**config.mk**
```make
export PLATFORM = sky130hd
export DESIGN_NAME = rti_ctrl
export DESIGN_NICKNAME = d
export VERILOG_FILES = /design/src/rtl/core/rti_pkg.sv /design/src/rtl/core/rti_ctrl.sv
export SDC_FILE = /design/constraint.sdc
export NUM_CORES = 1
export LEC_CHECK = 0
export BUFFER_PORTS_ARGS = -buffer_cell sky130_fd_sc_hd__buf_2
export CORE_AREA = 2 2 39 41
export CTS_BUF_LIST = sky130_fd_sc_hd__clkbuf_4
export CTS_CLUSTER_DIAMETER = 60
export DETAILED_ROUTE_END_ITERATION = 12
export DIE_AREA = 0 0 41 43
export PLACE_DENSITY = 0.8
export REMOVE_ABC_BUFFERS = 1
export SYNTH_ARGS = -nofsm -noshare
export SYNTH_HDL_FRONTEND = slang
export SYNTH_SLANG_ARGS = --single-unit
```
**constraint.sdc**
```tcl
create_clock -name clk -period 1.5 [get_ports clk]
set_input_delay 0.15 -clock clk [delete_from_list [all_inputs] [get_ports clk]]
set_output_delay 0.15 -clock clk [all_outputs]
set_load 0.02 [all_outputs]
```
**src/rtl/core/rti_pkg.sv**
```systemverilog
package rti_pkg;

  localparam int unsigned TableDepthDefault = 256;
  localparam int unsigned ScaleResetValue   = 65536;

  localparam int unsigned CfgIdxW = 1;
  localparam logic [CfgIdxW-1:0] CfgPointsInUse  = 1'b0;
  localparam logic [CfgIdxW-1:0] CfgLengthScale  = 1'b1;

  localparam logic CmdWrite = 1'b0;
  localparam logic CmdQuery = 1'b1;

  // commands from controller to datapath
  typedef struct packed {
    logic load;       // capture query item, start norm
    logic sqrt_step;  // one square-root step
    logic scale_lo;   // partial product, low half of scale
    logic scale_hi;   // partial product, high half of scale
    logic ends_rd;    // issue read of last entry
    logic ends_chk;   // decide end cases
    logic bs_rd;      // issue binary-search read
    logic bs_upd;     // update search bounds
    logic pair_rd0;   // read lower entry
    logic pair_rd1;   // read upper entry
    logic pair_chk;   // check bounds of the pair
    logic div_step;   // one fraction bit
    logic mul;        // scale delta by fraction
    logic fin;        // form result
  } rti_cmd_t;

  typedef struct packed {
    logic sqrt_done;
    logic bs_done;
    logic div_done;
    logic early;      // result already settled
  } rti_sts_t;

endpackage

```
**src/rtl/core/rti_ctrl.sv**
```systemverilog
module rti_ctrl
  import rti_pkg::*;
(
  input  logic              clk,
  input  logic              rst_n,
  input  logic              in_fire,
  input  logic              in_cmd,
  input  logic              out_tready,
  input  rti_pkg::rti_sts_t sts,
  output rti_pkg::rti_cmd_t cmd,
  output logic              busy,
  output logic              out_tvalid,
  output logic              out_write_done,
  output logic              use_zero
);
  typedef enum logic [4:0] {
    S_IDLE, S_SQRT, S_SCLO, S_SCHI, S_ENDRD, S_ENDWT, S_ENDCHK, S_BSRD,
    S_BSUPD, S_P0, S_P1, S_PCHK, S_DIV, S_MUL, S_FIN, S_OUT
  } state_t;

  state_t state_r;
  logic   wd_r;
  logic   zero_r;

  always_comb begin
    cmd = '0;
    unique case (state_r)
      S_SQRT:   cmd.sqrt_step = 1'b1;
      S_SCLO:   cmd.scale_lo  = 1'b1;
      S_SCHI:   cmd.scale_hi  = 1'b1;
      S_ENDRD:  cmd.ends_rd   = 1'b1;
      S_ENDCHK: cmd.ends_chk  = 1'b1;
      S_BSRD:   cmd.bs_rd     = 1'b1;
      S_BSUPD:  cmd.bs_upd    = 1'b1;
      S_P0:     cmd.pair_rd0  = 1'b1;
      S_P1:     cmd.pair_rd1  = 1'b1;
      S_PCHK:   cmd.pair_chk  = 1'b1;
      S_DIV:    cmd.div_step  = 1'b1;
      S_MUL:    cmd.mul       = 1'b1;
      S_FIN:    cmd.fin       = 1'b1;
      default:  ;
    endcase
    cmd.load = in_fire && in_cmd == CmdQuery;
  end

  always_ff @(posedge clk) begin
    if (!rst_n) begin
      state_r <= S_IDLE;
      wd_r    <= 1'b0;
      zero_r  <= 1'b0;
    end else begin
      unique case (state_r)
        S_IDLE: begin
          if (in_fire) begin
            wd_r   <= in_cmd == CmdWrite;
            zero_r <= in_cmd == CmdWrite;
            state_r <= (in_cmd == CmdWrite) ? S_OUT : S_SQRT;
          end
        end
        S_SQRT:   if (sts.sqrt_done) state_r <= S_SCLO;
        S_SCLO:   state_r <= S_SCHI;
        S_SCHI:   state_r <= S_ENDRD;
        S_ENDRD:  state_r <= S_ENDWT;
        S_ENDWT:  state_r <= S_ENDCHK;
        S_ENDCHK: state_r <= S_BSRD;
        S_BSRD: begin
          if (sts.early) state_r <= S_OUT;
          else if (sts.bs_done) state_r <= S_P0;
          else state_r <= S_BSUPD;
        end
        S_BSUPD:  state_r <= S_BSRD;
        S_P0:     state_r <= S_P1;
        S_P1:     state_r <= S_PCHK;
        S_PCHK:   state_r <= S_DIV;
        S_DIV: begin
          if (sts.early) state_r <= S_OUT;
          else if (sts.div_done) state_r <= S_MUL;
        end
        S_MUL:    state_r <= S_FIN;
        S_FIN:    state_r <= S_OUT;
        S_OUT:    if (out_tready) state_r <= S_IDLE;
        default:  state_r <= S_IDLE;
      endcase
    end
  end

  assign busy           = state_r != S_IDLE;
  assign out_tvalid     = state_r == S_OUT;
  assign out_write_done = wd_r;
  assign use_zero       = zero_r;

  a_out_hold: assert property (@(posedge clk) disable iff (!rst_n)
    out_tvalid && !out_tready |=> out_tvalid)
    else $error("result dropped while stalled");
  a_no_accept_busy: assert property (@(posedge clk) disable iff (!rst_n)
    busy |-> !cmd.load)
    else $error("query loaded while busy");
  a_write_direct: assert property (@(posedge clk) disable iff (!rst_n)
    in_fire && in_cmd == CmdWrite |=> out_tvalid)
    else $error("write not acknowledged next cycle");
endmodule

```
* After elaboration in Yosys (flattened, before gate mapping)
Cells that the tools add are included.
** Cells by class
- Multiplexer cells :: 22
- Bitwise gates (word level) :: 1
- Reductions and logical operators :: 6
- Eq/ne operators :: 19
** Operator list (count)
- 5-bit one-hot mux with 15 select lines :: 1
- 5-bit by 4-bit == test with 1-bit output (second input constant) :: 8
- 5-bit two-way mux :: 5
- 5-bit by 3-bit == test with 1-bit output (second input constant) :: 4
- 1-bit two-way mux :: 14
- 5-bit by 2-bit == test with 1-bit output (second input constant) :: 2
- 2-bit != test (second input constant) :: 3
- 5-bit by 1-bit == test with 1-bit output (second input constant) :: 1
- 5-bit logical NOT :: 1
- 5-bit nonzero test :: 1
- 4-bit two-way mux :: 1
- 4-bit AND reduction :: 1
- 3-bit two-way mux :: 1
- 3-bit != test (second input constant) :: 1
- 2-bit AND reduction :: 1
- 2-bit OR reduction :: 1
- 1-bit logical AND :: 1
- 1-bit NOT :: 1
** Storage, ports and cells
- Word-level logic and storage cells :: 50
- Bits in registers :: 6
- Output and inout port bits :: 18

* Depth between registers and ports, before layout
Gate-level depths: netlist of run 1.
- Depth in word-level cells :: 3
- Gate-level depth with buffers :: 6

* Worst setup path after synthesis of run 1
OpenSTA, ideal clock, no wires.
- Path type :: reg2out
- From :: register state_r[3]
- To :: output cmd[6] (netlist bit)
- Cell stages (with the launch flop) :: 4
- Data arrival time :: 1.227 ns
- Buffers on the path :: 1
- Path slack :: 0.123 ns
- Required time :: 1.350 ns
- Path through :: dfxtp_1 -> buf_2 -> nand2b_1 -> nor3_1
** RTL lines
- start: declaration :: line rti_ctrl.sv:21 : state_t state_r;
- start signal: assignment :: line rti_ctrl.sv:57 : state_r <= (in_cmd == CmdWrite) ? S_OUT : S_SQRT;
- end: declaration :: line rti_ctrl.sv:10 : output rti_pkg::rti_cmd_t cmd,

==> results of run 1 <==
[Yosys cell counts (2+ instances only)]
cell type	number	area [sq um]
a21oi_1	3	15.01
buf_2	4	20.02
o22ai_1	2	12.51
dfxtp_1	5	100.1
nand4_1	2	12.51
nor3_1	6	30.03
nand2_1	3	11.26
inv_1	3	11.26
nor2_1	10	37.54
o21ai_0	4	20.02
nand2b_1	4	25.02
[area by class of cell]
cell class,instances,area [sq um],share of cell area [%]
Sequential cell,5,112.6,15.63
Timing Repair Buffer,34,190.2,26.39
Clock buffer,4,30.03,4.167
Tap cell,16,20.02,2.778
Multi-Input combinational cell,53,352.8,48.96
Inverter,4,15.01,2.083
[final timing paths]
kind	end	depth (start not counted)	from	slack, ns
worst max-delay path	cmd[6]	4	state_r[2]	0.06
worst min-delay path	use_zero	2	in_fire	0.17
worst max register to register	state_r[3]	6	state_r[3]	0.19
worst min register to register	use_zero	2	use_zero	0.56
[what timing repair did]
item                       4_1_cts  5_1_grt
gates resized for setup          4        4
setup endpoints to repair       10        4
buffers inserted                 0        0
[worst max-delay path, delay by kind of cell (launching register included)]
kind / cells / cell delay (ns)
flops: 1 / 0.38
buf+inv: 2 / 0.34
simple gates: 2 / 0.33
[metal layers]
layer,track usage (%),vias up
met3,5.236,4
met4,1.333,0
li1,-,308
met2,25.94,32
met1,23.08,264
met5,0,-
[cells by family (layout without fill, tap and decap cells)]
family	count (synthesis)	after routing	share of synthesized area, %
buffers and inverters	10	42	10.72
muxes	2	2	4.239
AOI/OAI and AO/OA	18	18	26.19
and+or+nand+nor	33	33	38.91
DFF	5	5	19.95
[state kept, by name, indices dropped and copies added, names as in the netlist]
signal / flops
use_zero: 1
state_r: 4
[power breakdown]
part           total, mW  internal, mW  switching [mW]
clock              0.176         0.119          0.0568
combinational       1.03         0.468           0.565
sequential         0.377         0.222           0.155
[metrics by stage]
stage	cells	utilization [%]	hold slack, ns	worst slack [ns]	area (sq um)
floorplan	62	-	0.2557	0.03088	462.9
global placement	112	48.64	0.3987	0.1078	673.1
detailed placement	112	48.64	0.4135	0.06393	673.1
CTS	116	51.18	0.1541	0.05007	708.2
global route	116	52.08	0.1547	0.002984	720.7
finish	116	52.08	0.1664	0.05681	720.7
==> impl_results.md, run 1 <==
* Status: complete, no violations
* Worst-path cell chain: buf_4, nand2b_1, nor3_1, buf_2
* Top sig layer: met4
* Setup CP Type: flop to output pin
* Final Cycle Share at between 90% and 100%
* DRC violations left at 0
* Antenna violations before repair at 0
* Crit path max fanout at 10
* Fmax at 692.9 MHz
* Number of global-route vias before repair at just under 500
* Post-synthesis sequential area ratio at 19.95%
* # nets final at 110
* Global-route wire length before repair at 2.097 mm
* Met2 wire len at 628 um
* Die ar. at 1763 sq um
* EDFF count, synth at 0
* Hold_buf cts at 0
* MaxCap Viol Count at 0
* Core box area at 1384 sq um
* Cts bufs inserted at 3
* Mapped Area at 501.7 sq um
* Clock sinks at 5
* Fin Setup TNS at 0 ns
* Routability cong. at 0.8959
* CP startpoint kind: flop
* Critical Path RT at 1.35 ns
* Final antenna-violating net count at 0
* Worst skew pair latency at 0.24 ns
* Number of synthesized register bits at 5
* Syn Area/Cell at 7.378 sq um
* # diodes at 0
* Yosys Warn Count at 0
* Met3 WL at around 110 um
* Clock slew at reported path FFs at about 0.050 ns
* Hold Crit Class: primary input to flop
* Port bufs at 26
* Chip width at 41 um
* Crit-path max cell delay at 0.38 ns
* CP endpoint kind: output pin
* Global Route Usage Sum at 16.75%
* Primary FF master, synth: dfxtp_1
* Slew @ Worst Pin at 0.2874 ns
* Vias at 608
* Shortest clock period the worst path allows after layout at roughly 1.4 ns
* CTS root buf: clkbuf_4
* Yosys cell types at 33
* Starting Density at 36.26%
* Asr flop ratio synth at 0%
* Worst Path Arrival at 1.29 ns
* Placement Rows at 14
* Gr ovfl total at 0
* Most common cell after layout, fill and taps aside: buf_2
* # setup viols final at 0
* Max_slew headroom at 80.29%
* Worst vdd ir at 0.7422 mV
* CTS Buffer Depth at 2
* Metal1 wirelength at 629 um
* Overall power at roughly 1.6 mW
* Pwr per Cell Area at 2202 nW/um^2
* Area delta synth->final at 43.64%
* Fill cells at ~130
* Cells after Synth at 68
* Die Span Y at 43 um
* Lkg Pwr at 0.3893 nW
* Unrepaired setup endpoints after global routing: false
* Total Wirelength at about 1.4 mm
* Io pins at 27
* Max Slew Vio Count at 0
* CTS tree: done
* Most frequent cells in the layout: 26 x buf_2, 10 x nor2_1, 8 x buf_4, 5 x nor3_1
* Largest net degree at the start of global routing at 14
* Post-DP HPWL at 1.059 mm
* H-tree level count at 1
* Routed len/inst at roughly 12 um
* 1st-iter DRT viols at 18
* Final hold violations at 0
* Vias per std cell at 5.241
* Pre-Repair DR Iteration Count at 4
* Clock Skew at 0.001505 ns
* CP max-delay cell: dfxtp_4
* Share of layout cells above drive strength 1 at 50.00%
No activity file was read; power rests on OpenSTA's default activity.
==> run 2: changes to the inputs <==
CELL_PAD_IN_SITES_DETAIL_PLACEMENT = 0   (was unset)
CELL_PAD_IN_SITES_GLOBAL_PLACEMENT = 2   (was unset)
CORE_AREA = unset   (was 2 2 39 41)
CORE_MARGIN = 2   (was unset)
CORE_UTILIZATION = 20   (was unset)
DIE_AREA = unset   (was 0 0 41 43)
PLACE_DENSITY = 0.85   (was 0.8)
clock period = 1.3 ns   (was 1.5 ns; I/O delays follow)
==> impl_results.md, run 2 (synthesis results as in run 1) <==
* Share of layout cells above drive strength 1 at 77.50% (+28 points)
* Routability cong. at 0.8000 (-11%)
* Critical Path RT at 1.17 ns (-0.18 ns)
* # diodes at 0 (unchanged)
* Post-DP HPWL at 1.286 mm (+21%)
* Die Span Y at 54.09 um (+26%)
* Number of flip-flops under the largest register name at 4 (unchanged)
* Setup ws final at -0.1799 ns (-0.2367 ns)
* Worst Path Arrival at 1.35 ns (+0.06 ns)
* R2R setup slack at -0.14 ns (-0.33 ns)
* Most frequent cells in the layout: 22 x buf_4, 17 x buf_6, 11 x buf_2, 5 x nor2_4
* Cts bufs inserted at 3 (unchanged)
* Total Wirelength at 2.029 mm (+46%)
* Routed len/inst at 13.53 um (+13%)
* Worst skew pair latency at 0.25 ns (about the same)
* H-tree level count at 1 (unchanged)
* Starting Density at 20.63% (-16 points)
* Fmax at 675.7 MHz
* Worst R2R Start: state_r[0]
* Area delta synth->final at 141.1%
* 1st-iter DRT viols at 13 (-5)
* Worst vdd ir at 1.142 mV (+54%)
* Global Route Usage Sum at 14.48% (-2.3 points)
* Fill cells at 221 (+67%)
* Clock sinks at 5 (unchanged)
* Top reg by flops: state_r
* Max_slew headroom at 73.83% (-6.5 points)
* Port bufs at 26 (unchanged)
* CP endpoint kind: output pin
* Largest net degree at the start of global routing at 10 (-4)
* Final antenna-violating net count at 0 (unchanged)
* Max Slew Vio Count at 0 (unchanged)
* Most common cell after layout, fill and taps aside: buf_4
* Core box area at 2432 sq um (+76%)
* Seq. cell area at 115.1 sq um (+2.2%)
* Hold Crit Class: primary input to flop
* Slew @ Worst Pin at 0.3885 ns (+0.1011 ns)
* Number of global-route vias before repair at 669 (+39%)
* CP startpoint kind: flop
* MaxCap Viol Count at 0 (unchanged)
* CTS tree: done
* Critical Path End: busy
* Chip width at 54.09 um (+32%)
* Crit path max fanout at 5 (-5)
* Placement Rows at 18 (+4)
* Pre-Repair DR Iteration Count at 4 (unchanged)
* Final hold violations at 0 (unchanged)
* Vias at 706 (+16%)
* CTS Buffer Depth at 2 (unchanged)
* Global-route wire length before repair at 3.049 mm (+45%)
* Vias per std cell at 4.707 (-10%)
* Final Cycle Share at 113.8%
* Gr ovfl total at 0 (unchanged)
* Hold WS at 0.1400 ns (-0.02639 ns)
* CP startpoint: state_r[0]
* Psw at 1.342 mW (+73%)
* Gate power share at 81.1% (+16 points)
* Failing checks: setup timing
* Shortest clock period the worst path allows after layout at 1.480 ns
* DRC violations left at 0 (unchanged)
* Lkg Pwr at 0.5729 nW (+47%)
* Multi-input logic area at 513.0 sq um (+45%)
* Capturing point of the worst reg2reg path: state_r[3]
* Clock slew at reported path FFs at 0.05 ns (about the same)
* Die ar. at 2925 sq um (+66%)
* Unrepaired setup endpoints after global routing: true
* Fin Setup TNS at -0.9112 ns (-0.9112 ns)
* Sw frac at 42.48% (-6.5 points)
* Status: finished with violations
* Clk pwr share at 6.6% (-4.5 points)
* Dpl ws at -0.03623 ns (-0.1002 ns)
* # setup viols final at 13 (+13)
* Setup CP Type: flop to output pin
* Clock Skew at 0.01056 ns (+0.009050 ns)
* Pint at 1.817 mW (+120%)
* Io pins at 27 (unchanged)
* Pwr per Cell Area at 2610 nW/um^2 (+19%)
* CTS root buf: clkbuf_4
* # nets final at 130 (+18%)
* Final core occ at 49.74% (-2.3 points)
* Overall power at 3.158 mW (+99%)
* Flop pwr share at 12.2% (-12 points)
* Antenna violations before repair at 0 (unchanged)
* Reg2Reg Depth at 7 (+1)
[run 2: how the worst min path moves through the flow]
| stage | cells after the start | end | start |
|---|---|---|---|
| floorplan | 1 | use_zero | in_cmd |
| global placement | 2 | use_zero | in_cmd |
| detailed placement | 2 | use_zero | in_cmd |
| CTS | 2 | use_zero | in_fire |
| global route | 2 | use_zero | in_fire |
| finish | 2 | use_zero | in_fire |
[run 2: power by group through the flow]
stage / sequential, mW / combinational [mW] / clock (mW)
6_report: 0.386 / 2.56 / 0.210
5_1_grt: 0.405 / 2.70 / 0.228
4_1_cts: 0.378 / 2.01 / 0.210
3_5_place_dp: 0.349 / 1.43 / 0
3_3_place_gp: 0.352 / 1.42 / 0
2_1_floorplan: 0.451 / 0.698 / 0
[run 2: metrics by stage]
step	cells	area [sq um]
after floorplan	62	462.9
after global placement	135	770.7
after detailed placement	135	770.7
after CTS	144	997.2
after global routing	150	1210
final	150	1210
[run 2: per-layer routing]
| metal | track usage, % | routed length (um) | up-vias | share of wire, % |
|---|---|---|---|---|
| met1 | 17.46 | 850 | 344 | 42 |
| met4 | 6.250 | 29 | 0 | 1.4 |
| met3 | 0.2778 | 50 | 2 | 2.5 |
| met5 | 0 | 0 | - | 0 |
| met2 | 26.63 | 1099 | 13 | 54 |
| li1 | - | - | 347 | - |
[run 2: what timing repair did]
action,CTS,global route
buffers inserted,5,7
pin swaps,5,12
gates cloned,1,0
setup endpoints to repair,16,20
endpoints found under the hold margin,0,0
hold buffers,0,0
resized for setup,37,40
[run 2: final cells by class]
cell class	instances	share of cell area (%)
Tap cell	30	3.102
Clock buffer	4	2.482
Inverter	4	1.241
Sequential cell	5	9.514
Timing Repair Buffer	54	41.26
Multi-Input combinational cell	53	42.40
[run 2: critical path, stage by stage, from the launching register on]
cell,delay (ns)
dfxtp_4,0.36
buf_12,0.12
nor4_4,0.29
inv_2,0.08
buf_6,0.12
buf_6,0.12
==> run 3: changes to the inputs <==
CELL_PAD_IN_SITES_DETAIL_PLACEMENT = 1   (was 0)
CELL_PAD_IN_SITES_GLOBAL_PLACEMENT = 1   (was 2)
CORE_UTILIZATION = 27   (was 20)
PLACE_DENSITY = 0.86   (was 0.85)
==> impl_results.md, run 3 (synthesis results as in run 1) <==
* Global-route wire length before repair at 3.822 mm (+25%)
* # diodes at 0 (unchanged)
* Worst vdd ir at 1.391 mV (+22%)
* Unrepaired setup endpoints after global routing: true
* Final Cycle Share at 111.6% (-2.3 points)
* Core box area at 1745 sq um (-28%)
* Metal1 wirelength at 1.390 mm (+64%)
* Reg2Reg Depth at 6 (-1)
* Met2 wire len at 1.782 mm (+62%)
* Fmax at 689.4 MHz (+2.0%)
* Largest net degree at the start of global routing at 9 (-1)
* Total Wirelength at 3.470 mm (+71%)
* Gr ovfl total at 0 (unchanged)
* CP startpoint: state_r[1]
* H-tree level count at 1 (unchanged)
* Most used cell along the critical path: buf_6
* Cell Area, Placed at 714.4 sq um (-7.3%)
* MaxCap Viol Count at 0 (unchanged)
* Io pins at 27 (unchanged)
* # nets final at 131 (+0.77%)
* Max_slew headroom at 75.61% (+1.8 points)
* DRC violations left at 0 (unchanged)
* Die ar. at 2219 sq um (-24%)
* Global Route Usage Sum at 25.39% (+11 points)
* Starting Density at 28.75% (+8.1 points)
* Final antenna-violating net count at 0 (unchanged)
* Vias per std cell at 5.534 (+18%)
* Max Slew Vio Count at 0 (unchanged)
* Final hold violations at 0 (unchanged)
* Setup ws final at -0.1505 ns (+0.02941 ns)
* Post-DP HPWL at 1.423 mm (+11%)
* Area delta synth->final at 136.7%
* CTS Buffer Depth at 2 (unchanged)
* Instance count on the critical path at 4 (-1)
* Fill cells at 191 (-14%)
* Placement Rows at 15 (-3)
* Crit path max fanout at 7 (+2)
* Top reg by flops: state_r
* Worst Path Arrival at 1.32 ns (-0.03 ns)
* # setup viols final at 20 (+7)
* Critical Path End: busy
* Die Span Y at 47.11 um (-13%)
* Cell family with most CP delay: flip-flops
* Failing checks: setup timing
* Met3 WL at 156 um (+210%)
* Dpl ws at -0.09102 ns (-0.05479 ns)
* Most frequent cells in the layout: 23 x buf_4, 18 x buf_6, 11 x buf_2, 6 x nor2_4
* Number of flip-flops under the largest register name at 4 (unchanged)
* Shortest clock period the worst path allows after layout at 1.450 ns (-0.02941 ns)
* Chip width at 47.11 um (-13%)
* Setup CP Type: flop to output pin
* Vias at 808 (+14%)
* Clock Skew at 0.001342 ns (-0.009213 ns)
* Worst-path cell chain: buf_6, nor4_4, inv_2, buf_6
* CP max-delay cell: dfxtp_4
* Pre-Repair DR Iteration Count at 4 (unchanged)
* Critical Path RT at 1.17 ns (about the same)
* R2R setup slack at -0.13 ns (about the same)
* Worst skew pair latency at 0.27 ns (+0.02 ns)
* Clock sinks at 5 (unchanged)
* Hold WS at 0.1391 ns (-0.0009000 ns)
* Capturing point of the worst reg2reg path: state_r[3]
* Routed len/inst at 23.77 um (+76%)
* Crit-path max cell delay at 0.38 ns (+0.02 ns)
* Final instance area at 1187 sq um (-1.9%)
* Overall power at 3.295 mW (+4.3%)
* CTS root buf: clkbuf_4
* Routability cong. at 0.7748 (-3.2%)
* Worst R2R Start: state_r[1]
* Lkg Pwr at 0.5569 nW (-2.8%)
* Pwr per Cell Area at 2775 nW/um^2 (+6.3%)
* CP Buf/Inv Count at 3 (-1)
* Antenna violations before repair at 0 (unchanged)
* Number of global-route vias before repair at 758 (+13%)
* Most common cell after layout, fill and taps aside: buf_4
* Top sig layer: met4
* Hold Crit Class: primary input to flop
* CTS tree: done
* Share of layout cells above drive strength 1 at 76.86% (-0.64 points)
* CP startpoint kind: flop
* Cts bufs inserted at 3 (unchanged)
* Slew @ Worst Pin at 0.3651 ns (-0.02341 ns)
* Status: finished with violations
* 1st-iter DRT viols at 26 (+13)
* Port bufs at 26 (unchanged)
* CP endpoint kind: output pin
* Clock slew at reported path FFs at 0.05 ns (about the same)
[run 3: per-layer routing]
metal  vias to the layer above  global-route usage (%)
li1                        354                       -
met1                       407                   28.74
met2                        33                   49.04
met3                        14                   5.385
met4                         0                   3.889
met5                         -                       0
[run 3: report_power, final]
part | leakage, nW | switching [mW] | internal, mW
logic | 0.495 | 1.34 | 1.30
clock network | 0.0184 | 0.0902 | 0.139
registers | 0.0439 | 0.161 | 0.261
[run 3: worst min path at each step]
stage                 start       end  slack (ns)  depth (start not counted)
detailed placement  in_fire  use_zero        0.39                          2
finish               in_cmd  use_zero        0.14                          2
global route         in_cmd  use_zero        0.13                          2
global placement    in_fire  use_zero        0.38                          2
floorplan            in_cmd  use_zero        0.24                          1
CTS                 in_fire  use_zero        0.12                          2
[run 3: cell type report]
type | instances | area [sq um] | share of cell area, %
multi-input combinational | 53 | 515.5 | 43.41
sequential | 5 | 115.1 | 9.694
tap | 25 | 31.28 | 2.634
inverter | 4 | 15.01 | 1.264
timing repair buffer | 55 | 480.5 | 40.46
clock buffer | 4 | 30.03 | 2.529
[run 3: repair_timing]
item / in CTS / in global routing
pin swaps: 8 / 11
setup endpoints to repair: 20 / 19
gates cloned: 0 / 0
resized for setup: 54 / 28
hold buffers: 0 / 0
setup buffers: 9 / 10
[run 3: stage by stage]
| stage | cells | setup TNS (ns) | utilization [%] |
|---|---|---|---|
| final | 146 | -1.381 | 68.03 |
| after global routing | 146 | -2.157 | 68.03 |
| after CTS | 137 | -0.2209 | 56.70 |
| after detailed placement | 125 | -0.2813 | 40.93 |
| after global placement | 125 | -0.007861 | 40.93 |
| after floorplan | 62 | -0.6340 | - |
